File: src/rtl/core/tsrl_pkg.sv
// ----------------------------------------------------------------------------
// tsrl_pkg
// Shared types and constants of the teleop slew rate limiter: opcodes,
// register indexes, register reset values and field widths.
// ----------------------------------------------------------------------------
package tsrl_pkg;

  localparam int CFG_DATA_W = 16;
  localparam int SPEED_W    = 15;

  typedef enum logic {
    OP_SAMPLE = 1'b0,
    OP_TICK   = 1'b1
  } op_t;

  typedef enum logic [2:0] {
    REG_LINEAR_SPEED  = 3'd0,
    REG_ANGULAR_SPEED = 3'd1,
    REG_LINEAR_STEP   = 3'd2,
    REG_ANGULAR_STEP  = 3'd3,
    REG_TIMEOUT_TICKS = 3'd4,
    REG_STOP_REPEAT   = 3'd5,
    REG_DEADMAN_EN    = 3'd6,
    REG_DEADMAN_IDX   = 3'd7
  } cfg_index_t;

  typedef logic signed [15:0] q_t;
  typedef logic [SPEED_W-1:0] mag_t;

  typedef struct packed {
    mag_t        linear_speed;
    mag_t        angular_speed;
    mag_t        linear_step;
    mag_t        angular_step;
    logic [15:0] timeout_ticks;
    logic [7:0]  stop_repeat_limit;
    logic        deadman_enable;
    logic [3:0]  deadman_index;
  } cfg_t;

  localparam cfg_t CFG_RESET = '{
    linear_speed:      15'd819,
    angular_speed:     15'd2048,
    linear_step:       15'd123,
    angular_step:      15'd246,
    timeout_ticks:     16'd15,
    stop_repeat_limit: 8'd10,
    deadman_enable:    1'b0,
    deadman_index:     4'd4
  };

endpackage

File: src/rtl/core/tsrl_if.sv
// ----------------------------------------------------------------------------
// tsrl interfaces
// Valid/ready channels for joystick/tick commands and velocity results.
// ----------------------------------------------------------------------------
interface tsrl_cmd_if;
  import tsrl_pkg::*;

  logic        valid;
  logic        ready;
  op_t         opcode;
  q_t          axis_forward;
  q_t          axis_lateral;
  logic [15:0] button_bits;

  modport source (output valid, opcode, axis_forward, axis_lateral, button_bits,
                  input ready);
  modport sink   (input valid, opcode, axis_forward, axis_lateral, button_bits,
                  output ready);
endinterface

interface tsrl_vel_if;
  import tsrl_pkg::*;

  logic valid;
  logic ready;
  q_t   vel_forward;
  q_t   vel_lateral;
  q_t   yaw_rate;
  logic timed_out;

  modport source (output valid, vel_forward, vel_lateral, yaw_rate, timed_out,
                  input ready);
  modport sink   (input valid, vel_forward, vel_lateral, yaw_rate, timed_out,
                  output ready);
endinterface

File: src/rtl/core/teleop_slew_rate_limiter_unit.sv
// ----------------------------------------------------------------------------
// teleop_slew_rate_limiter_unit
// Turns joystick samples into a slew-limited Q3.12 velocity command.
// ----------------------------------------------------------------------------
//  channel  dir  handshake      words
//  cmd      in   valid/ready    joystick sample or control tick
//  vel      out  valid/ready    forward, lateral, yaw command + timeout flag
//  cfg      in   write enable   one register per write, no read-back
//
//  one word per cycle unless vel stalls a result; a tick result reaches vel
//  via the input register, then multiply/clamp/slew into the result register
//  samples and suppressed zero commands leave vel untouched
//  a stalled vel holds the pipe only when the waiting tick has a result
//  rst is synchronous; it clears state and loads the register defaults
// ----------------------------------------------------------------------------
module teleop_slew_rate_limiter_unit (
  input  logic                                clk,
  input  logic                                rst,
  input  logic                                cfg_we,
  input  tsrl_pkg::cfg_index_t                cfg_index,
  input  logic [tsrl_pkg::CFG_DATA_W-1:0]     cfg_data,
  tsrl_cmd_if.sink                            cmd,
  tsrl_vel_if.source                          vel
);
  import tsrl_pkg::*;

  // symmetric clamp to +/- lim
  function automatic logic signed [17:0] clamp_sym(logic signed [17:0] v, mag_t lim);
    logic signed [17:0] l;
    l = $signed({3'b000, lim});
    if (v > l) begin
      return l;
    end else if (v < -l) begin
      return -l;
    end
    return v;
  endfunction

  function automatic q_t slew(q_t cur, logic signed [17:0] tgt, mag_t step);
    logic signed [17:0] diff;
    logic signed [17:0] res;
    diff = tgt - 18'(cur);
    res  = 18'(cur) + clamp_sym(diff, step);
    return res[15:0];
  endfunction

  // round half up of axis * speed / 2^15
  function automatic logic signed [17:0] scale_axis(q_t axis, mag_t speed);
    logic signed [31:0] prod;
    prod = axis * $signed({1'b0, speed});
    prod = prod + 32'sd16384;
    return 18'($signed(prod[31:15]));
  endfunction

  cfg_t cfg;

  // input register
  logic        s1_valid;
  op_t         s1_opcode;
  q_t          s1_forward;
  q_t          s1_lateral;
  logic [15:0] s1_buttons;

  // block state
  q_t          held_forward;
  q_t          held_lateral;
  logic [15:0] held_buttons;
  logic        sample_seen;
  logic [15:0] ticks_since_sample;
  q_t          out_forward;
  q_t          out_lateral;
  q_t          out_yaw;
  logic [7:0]  zero_repeats;

  // result register
  logic        res_valid;
  q_t          res_forward;
  q_t          res_lateral;
  q_t          res_yaw;
  logic        res_timed_out;

  // next values
  logic [15:0] ticks_next;
  q_t          out_forward_next;
  q_t          out_lateral_next;
  q_t          out_yaw_next;
  logic [7:0]  zero_repeats_next;
  logic        emit;
  logic        timed_out_next;

  logic signed [17:0] tgt_forward;
  logic signed [17:0] tgt_lateral;
  logic signed [17:0] tgt_yaw;
  logic               timeout_hit;
  logic               deadman_off;
  logic               res_free;
  logic               s1_go;
  logic               s1_fire;

  always_ff @(posedge clk) begin
    if (rst) begin
      cfg <= CFG_RESET;
    end else if (cfg_we) begin
      case (cfg_index)
        REG_LINEAR_SPEED:  cfg.linear_speed      <= cfg_data[SPEED_W-1:0];
        REG_ANGULAR_SPEED: cfg.angular_speed     <= cfg_data[SPEED_W-1:0];
        REG_LINEAR_STEP:   cfg.linear_step       <= cfg_data[SPEED_W-1:0];
        REG_ANGULAR_STEP:  cfg.angular_step      <= cfg_data[SPEED_W-1:0];
        REG_TIMEOUT_TICKS: cfg.timeout_ticks     <= cfg_data[15:0];
        REG_STOP_REPEAT:   cfg.stop_repeat_limit <= cfg_data[7:0];
        REG_DEADMAN_EN:    cfg.deadman_enable    <= cfg_data[0];
        REG_DEADMAN_IDX:   cfg.deadman_index     <= cfg_data[3:0];
        default: begin
        end
      endcase
    end
  end

  always_comb begin
    ticks_next = (ticks_since_sample == 16'hFFFF) ? ticks_since_sample
                                                  : ticks_since_sample + 16'd1;
    timeout_hit = (cfg.timeout_ticks != 16'd0) && sample_seen &&
                  (ticks_next > cfg.timeout_ticks);
    deadman_off = cfg.deadman_enable && !held_buttons[cfg.deadman_index];

    tgt_forward = scale_axis(held_forward, cfg.linear_speed);
    tgt_lateral = scale_axis(held_lateral, cfg.linear_speed);
    case ({held_buttons[2], held_buttons[1]})
      2'b10:   tgt_yaw = $signed({3'b000, cfg.angular_speed});
      2'b01:   tgt_yaw = -$signed({3'b000, cfg.angular_speed});
      default: tgt_yaw = '0;
    endcase
    if (deadman_off) begin
      tgt_forward = '0;
      tgt_lateral = '0;
      tgt_yaw     = '0;
    end
    tgt_forward = clamp_sym(tgt_forward, cfg.linear_speed);
    tgt_lateral = clamp_sym(tgt_lateral, cfg.linear_speed);
    tgt_yaw     = clamp_sym(tgt_yaw, cfg.angular_speed);

    timed_out_next    = 1'b0;
    zero_repeats_next = zero_repeats;
    emit              = 1'b0;
    if (timeout_hit) begin
      out_forward_next = '0;
      out_lateral_next = '0;
      out_yaw_next     = '0;
      timed_out_next   = 1'b1;
      emit             = 1'b1;
    end else begin
      out_forward_next = slew(out_forward, tgt_forward, cfg.linear_step);
      out_lateral_next = slew(out_lateral, tgt_lateral, cfg.linear_step);
      out_yaw_next     = slew(out_yaw, tgt_yaw, cfg.angular_step);
      if (out_forward_next == '0 && out_lateral_next == '0 && out_yaw_next == '0) begin
        // zero command is repeated only a limited number of times
        if (zero_repeats < cfg.stop_repeat_limit) begin
          zero_repeats_next = zero_repeats + 8'd1;
          emit              = 1'b1;
        end
      end else begin
        zero_repeats_next = '0;
        emit              = 1'b1;
      end
    end
    if (s1_opcode != OP_TICK) begin
      emit = 1'b0;
    end
  end

  assign res_free  = !res_valid || vel.ready;
  assign s1_go     = !emit || res_free;
  assign s1_fire   = s1_valid && s1_go;
  assign cmd.ready = !s1_valid || s1_go;

  always_ff @(posedge clk) begin
    if (rst) begin
      s1_valid <= 1'b0;
    end else if (cmd.ready) begin
      s1_valid <= cmd.valid;
    end
    if (cmd.ready) begin
      s1_opcode  <= cmd.opcode;
      s1_forward <= cmd.axis_forward;
      s1_lateral <= cmd.axis_lateral;
      s1_buttons <= cmd.button_bits;
    end
  end

  always_ff @(posedge clk) begin
    if (rst) begin
      held_forward       <= '0;
      held_lateral       <= '0;
      held_buttons       <= '0;
      sample_seen        <= 1'b0;
      ticks_since_sample <= '0;
      out_forward        <= '0;
      out_lateral        <= '0;
      out_yaw            <= '0;
      zero_repeats       <= '0;
    end else if (s1_fire) begin
      if (s1_opcode == OP_SAMPLE) begin
        held_forward       <= s1_forward;
        held_lateral       <= s1_lateral;
        held_buttons       <= s1_buttons;
        sample_seen        <= 1'b1;
        ticks_since_sample <= '0;
      end else begin
        ticks_since_sample <= ticks_next;
        out_forward        <= out_forward_next;
        out_lateral        <= out_lateral_next;
        out_yaw            <= out_yaw_next;
        zero_repeats       <= zero_repeats_next;
      end
    end
  end

  always_ff @(posedge clk) begin
    if (rst) begin
      res_valid <= 1'b0;
    end else if (s1_fire && emit) begin
      res_valid <= 1'b1;
    end else if (vel.ready) begin
      res_valid <= 1'b0;
    end
    if (s1_fire && emit) begin
      res_forward   <= out_forward_next;
      res_lateral   <= out_lateral_next;
      res_yaw       <= out_yaw_next;
      res_timed_out <= timed_out_next;
    end
  end

  assign vel.valid       = res_valid;
  assign vel.vel_forward = res_forward;
  assign vel.vel_lateral = res_lateral;
  assign vel.yaw_rate    = res_yaw;
  assign vel.timed_out   = res_timed_out;

endmodule

File: src/flat_wrapper.sv
// flat-port wrapper written by rule: the top's interface ports become plain ports
module teleop_slew_rate_limiter_unit_flat import tsrl_pkg::*;
  (clk, rst, cfg_we, cfg_index, cfg_data, cmd_valid, cmd_opcode, cmd_axis_forward, cmd_axis_lateral, cmd_button_bits, cmd_ready, vel_valid, vel_vel_forward, vel_vel_lateral, vel_yaw_rate, vel_timed_out, vel_ready);
  tsrl_cmd_if cmd_i ();
  tsrl_vel_if vel_i ();
  input  logic clk;
  input  logic rst;
  input  logic cfg_we;
  input  tsrl_pkg::cfg_index_t cfg_index;
  input  logic [tsrl_pkg::CFG_DATA_W-1:0] cfg_data;
  input wire logic [$bits(cmd_i.valid)-1:0] cmd_valid;
  input wire logic [$bits(cmd_i.opcode)-1:0] cmd_opcode;
  input wire logic [$bits(cmd_i.axis_forward)-1:0] cmd_axis_forward;
  input wire logic [$bits(cmd_i.axis_lateral)-1:0] cmd_axis_lateral;
  input wire logic [$bits(cmd_i.button_bits)-1:0] cmd_button_bits;
  output wire logic [$bits(cmd_i.ready)-1:0] cmd_ready;
  output wire logic [$bits(vel_i.valid)-1:0] vel_valid;
  output wire logic [$bits(vel_i.vel_forward)-1:0] vel_vel_forward;
  output wire logic [$bits(vel_i.vel_lateral)-1:0] vel_vel_lateral;
  output wire logic [$bits(vel_i.yaw_rate)-1:0] vel_yaw_rate;
  output wire logic [$bits(vel_i.timed_out)-1:0] vel_timed_out;
  input wire logic [$bits(vel_i.ready)-1:0] vel_ready;
  assign cmd_i.valid = cmd_valid;
  assign cmd_i.opcode = cmd_opcode;
  assign cmd_i.axis_forward = cmd_axis_forward;
  assign cmd_i.axis_lateral = cmd_axis_lateral;
  assign cmd_i.button_bits = cmd_button_bits;
  assign cmd_ready = cmd_i.ready;
  assign vel_valid = vel_i.valid;
  assign vel_vel_forward = vel_i.vel_forward;
  assign vel_vel_lateral = vel_i.vel_lateral;
  assign vel_yaw_rate = vel_i.yaw_rate;
  assign vel_timed_out = vel_i.timed_out;
  assign vel_i.ready = vel_ready;
  teleop_slew_rate_limiter_unit u_core (.clk(clk), .rst(rst), .cfg_we(cfg_we), .cfg_index(cfg_index), .cfg_data(cfg_data), .cmd(cmd_i), .vel(vel_i));
endmodule
File: config.mk
export PLATFORM = sky130hd
export DESIGN_NAME = teleop_slew_rate_limiter_unit_flat
export DESIGN_NICKNAME = d
export VERILOG_FILES = /design/src/rtl/core/tsrl_pkg.sv /design/src/rtl/core/tsrl_if.sv /design/src/rtl/core/teleop_slew_rate_limiter_unit.sv /design/src/flat_wrapper.sv
export SDC_FILE = /design/constraint.sdc
export NUM_CORES = 2
export LEC_CHECK = 0
export BUFFER_PORTS_ARGS = -buffer_cell sky130_fd_sc_hd__buf_4
export CAP_MARGIN = 20
export CORE_ASPECT_RATIO = 0.7
export CORE_MARGIN = 5
export CORE_UTILIZATION = 40
export CTS_CLUSTER_DIAMETER = 40
export DETAILED_ROUTE_END_ITERATION = 16
export SETUP_SLACK_MARGIN = 0.02
export SLEW_MARGIN = 5
export SYNTH_ARGS = -nofsm -noshare
export SYNTH_HDL_FRONTEND = slang
export SYNTH_SLANG_ARGS = --single-unit
File: constraint.sdc
create_clock -name clk -period 43.6 [get_ports clk]
set_input_delay 4.36 -clock clk [delete_from_list [all_inputs] [get_ports clk]]
set_output_delay 4.36 -clock clk [all_outputs]
set_load 0.005 [all_outputs]
==> out/qor_table.md <==
| Quantity | Value | Unit |
|:---|:---|:---|
| Capture point of the critical path | cmd_ready | - |
| Proportion of synthesized chip area in sequential cells | 0.164 | - |
| RSZ-0062 raised after global routing | false | - |
| Proportion of synthesized flip-flops having asynchronous set or reset | 0 | - |
| Total length of routed wires | 136000 | µm |
| Clock Skew | 0.0361 | ns |
| Depth of the worst register-to-register path | 65 | - |
| Clock buffers created by TritonCTS | 54 | - |
| Static leakage | 22.8 | nW |
| Synthesis warning total | 0 | - |
| Avg WL per Cell | 20.3 | µm |
| Remaining antenna violation count | 0 | - |
| Placer congestion estimate | 0.989 | - |
| Family with the most delay on the worst path | compound AO/OA/AOI/OAI gates | - |
| Worst Setup Start Kind | register | - |
| Post-cts sizing count | 0 | - |
| Setup Total Neg Slack | 0 | ns |
| H-tree depth | 2 | - |
| Data arrival time of the worst path | 19.21 | ns |
| Most frequent cells in the layout | sky130_fd_sc_hd__inv_1 (809), sky130_fd_sc_hd__nand2_1 (655), sky130_fd_sc_hd__ha_1 (507), sky130_fd_sc_hd__fa_1 (496), sky130_fd_sc_hd__a21oi_1 (365) | - |
| Number of hold-slack violations in the final timing report | 0 | - |
| Number of enable-type register cells in the synthesized netlist | 98 | - |
| Netlist area before placement | 0.0438 | mm² |
| Status | finished clean | - |
| Initial core utilization | 0.403 | - |
| Clock Sink Count | 310 | - |
| Clock root buffer master | sky130_fd_sc_hd__clkbuf_16 | - |
| Slowest cell on the critical path | sky130_fd_sc_hd__dfxtp_1 | - |
| Port bufs | 123 | - |
| Drt pass-1 iters | 6 | - |
| Via count | 36403 | - |
| Cts-stage hold buffer count | 0 | - |
| Ratio of final minimum period to clock period | 0.541 | - |
| Most common flop cell mapped by yosys | sky130_fd_sc_hd__dfxtp_1 | - |
| Area contributors post-synth | sky130_fd_sc_hd__fa_1 (23%), sky130_fd_sc_hd__ha_1 (14%), sky130_fd_sc_hd__dfxtp_1 (9.7%) | - |
| Maximum number of pins on one net before global-route repair | 72 | - |
| Largest fanout of any net on the critical path | 31 | - |
| Layout overhead on the synthesized area | 9.74 | % |
| Flop2flop setup slack | 24.10 | ns |
| Number of design rule violations left after detail routing | 0 | - |
| CP dominant cell by count | sky130_fd_sc_hd__fa_1 | - |
| Hold crit path type | reg -> reg | - |
| Overall fraction of global-route tracks in use | 0.233 | - |
| Clock buffer depth | 3 | - |
| Total congestion overflow | 0 | - |
| Total Die Area | 0.116 | mm² |
| Core Area | 0.109 | mm² |
| Capture instance of the worst register-to-register path | u_core.s1_lateral[12] | - |
| Min Clock Period, post-route | 23.57 | ns |
| Die Ht | 287 | µm |
| Worst rel slew slack | 0.255 | - |
| Hold_ws | 0.449 | ns |
| Vias per cell | 5.43 | - |
| Count of pins on the block boundary | 124 | - |
| Max-slew violation count | 0 | - |
| Critical path start-end classification | reg -> out | - |
| Timing startpoint of the critical path | u_core.cfg[86] | - |
| Synthesized flop and latch total | 310 | - |
| Share of final-layout standard cells stronger than drive strength 1 | 0.0639 | - |
| Via count of the first global-routing pass | 35365 | - |
| PwrDens | 79.5 | mW/mm² |
| Peak clock frequency supported by timing | 0.0424 | GHz |
| CP required | 39.24 | ns |
| Depth of the critical timing path with buffers and inverters included | 65 | - |
| Measured slew at the worst slew-check pin | 1.12 | ns |
| Most common library cell in the layout ignoring fill and taps | sky130_fd_sc_hd__inv_1 | - |
| Share of Yosys cell area claimed by the top area cell type | 0.227 | - |
| Wire length of the first global-routing pass | 211000 | µm |
| Post-layout net count | 6289 | - |
| Largest area contributor in the synthesized netlist | sky130_fd_sc_hd__fa_1 | - |
| Category of the worst setup path capture point | output port | - |
| FF-to-FF Start | u_core.cfg[86] | - |
| Number of antenna violations at the first check in global routing | 1 | - |
| Synthesized instance count | 5206 | - |
| Synth cell types | 91 | - |
| First-iteration detailed-routing DRC count | 3353 | - |
| Avg Cell Area, Syn | 8.41 | µm² |
| Max rail drop VDD | 0.0892 | mV |
| Total half-perimeter wirelength after legalization and detailed placement | 108000 | µm |
| # Max-Cap Violations | 0 | - |
| Final Setup Violations | 0 | - |
| Die width | 406 | µm |
| TritonCTS clock tree | yes | - |
| Clock insertion delay at the later pin of the skew report | 0.62 | ns |
| Site Rows | 101 | - |
| Max incr delay on CP | 1.05 | ns |
| Crit path buf inv count | 7 | - |
| Nets in the synthesized netlist | 6282 | - |
| Clock transition time at the flip-flop clock pins of the worst setup and hold paths | 0.06 | ns |
| Post-CTS setup-driven buffer insertion count | 0 | - |
-- worst min-delay path, stage by stage, from the launching register on --
cell and delay (ns):
sky130_fd_sc_hd__dfxtp_1 0.30, sky130_fd_sc_hd__nand2_1 0.05, sky130_fd_sc_hd__a21oi_1 0.05
-- metal layers --
layer	share of wire	global-route usage	routed length [µm]	vias to the layer above
met5	0	0	0	-
met3	0.096	0.0552	13000	148
met2	0.40	0.325	54200	1350
met1	0.49	0.365	66500	17679
li1	-	-	-	17226
met4	0.017	0.0398	2330	0
-- registers in the layout, indices dropped and copies added, names as in the netlist --
| name | cells |
|---|---|
| u_core.s1_lateral | 16 |
| u_core.held_lateral | 16 |
| u_core.s1_opcode | 1 |
| u_core.vel.timed_out | 1 |
| u_core.zero_repeats | 8 |
| u_core.s1_buttons | 16 |
| u_core.vel.vel_lateral | 16 |
| u_core.vel.yaw_rate | 16 |
| u_core.held_forward | 16 |
| u_core.out_lateral | 16 |
| u_core.vel.vel_forward | 16 |
| u_core.cfg | 89 |
| u_core.out_forward | 16 |
| u_core.sample_seen | 1 |
| u_core.out_yaw | 16 |
| u_core.vel.valid | 1 |
| u_core.ticks_since_sample | 16 |
| u_core.s1_forward | 16 |
| u_core.held_buttons | 16 |
| u_core.s1_valid | 1 |
-- worst min path at each step --
stage | startpoint | end | slack, ns | depth (start not counted)
CTS | u_core.held_buttons[9] | u_core.held_buttons[9] | 0.45 | 2
finish | u_core.held_buttons[9] | u_core.held_buttons[9] | 0.45 | 2
global route | u_core.cfg[9] | u_core.cfg[9] | 0.48 | 2
floorplan | u_core.held_buttons[13] | u_core.held_buttons[13] | 0.43 | 2
global placement | u_core.held_buttons[9] | u_core.held_buttons[9] | 0.44 | 2
detailed placement | u_core.held_buttons[9] | u_core.held_buttons[9] | 0.45 | 2
-- per-stage QoR --
stage / std cells / utilization / power, mW / instance area [µm²] / setup slack (ns)
3_5_place_dp: 6597 / 0.425 / 3.28 / 46100 / 20.92
5_1_grt: 6701 / 0.443 / 4.13 / 48100 / 18.74
4_1_cts: 6698 / 0.443 / 3.76 / 48000 / 20.19
3_3_place_gp: 6597 / 0.425 / 3.29 / 46100 / 21.33
6_report: 6701 / 0.443 / 3.82 / 48100 / 20.03
2_1_floorplan: 5206 / - / 2.44 / 43800 / 23.33
-- cell families after synthesis --
group	share of synthesized area
flops	0.164
compound gates	0.135
mux	0.0268
simple gates	0.179
xor+xnor	0.0352
buf+inv	0.0888
fa+ha+maj	0.372
-- area by class of cell --
class                           instances  area, µm²
Clock buffer                           62       1440
Timing Repair Buffer                  170       1280
Antenna cell                            1       2.50
Fill cell                           10654      60500
Sequential cell                       310       7190
Inverter                              810       3040
Clock inverter                         39        503
Tap cell                             1442       1800
Multi-Input combinational cell       3867      32800
-- Yosys cell counts, drive strengths merged (22+ instances only) --
cell type / number
nand3: 76
ha: 507
a21oi: 367
o21a: 44
nand2: 657
nor3: 70
a211oi: 22
nand2b: 34
nor2: 303
nand4: 63
xor2: 46
a21o: 93
xnor2: 130
fa: 496
and3: 46
o21bai: 23
and2: 240
o211ai: 44
inv: 810
or3: 22
buf: 23
mux2i: 89
dfxtp: 212
clkbuf: 196
o21ai: 160
edfxtp: 98
nor2b: 50
nor4: 24
-- where the power goes --
| group | switching, mW | total [mW] | leakage, nW | internal, mW |
|---|---|---|---|---|
| combinational | 1.83 | 2.91 | 19.2 | 1.08 |
| sequential | 0.0419 | 0.454 | 2.69 | 0.412 |
| clock | 0.165 | 0.454 | 0.938 | 0.289 |
| total | 2.04 | 3.82 | 22.8 | 1.79 |
No activity file was read; power rests on OpenSTA's default activity.
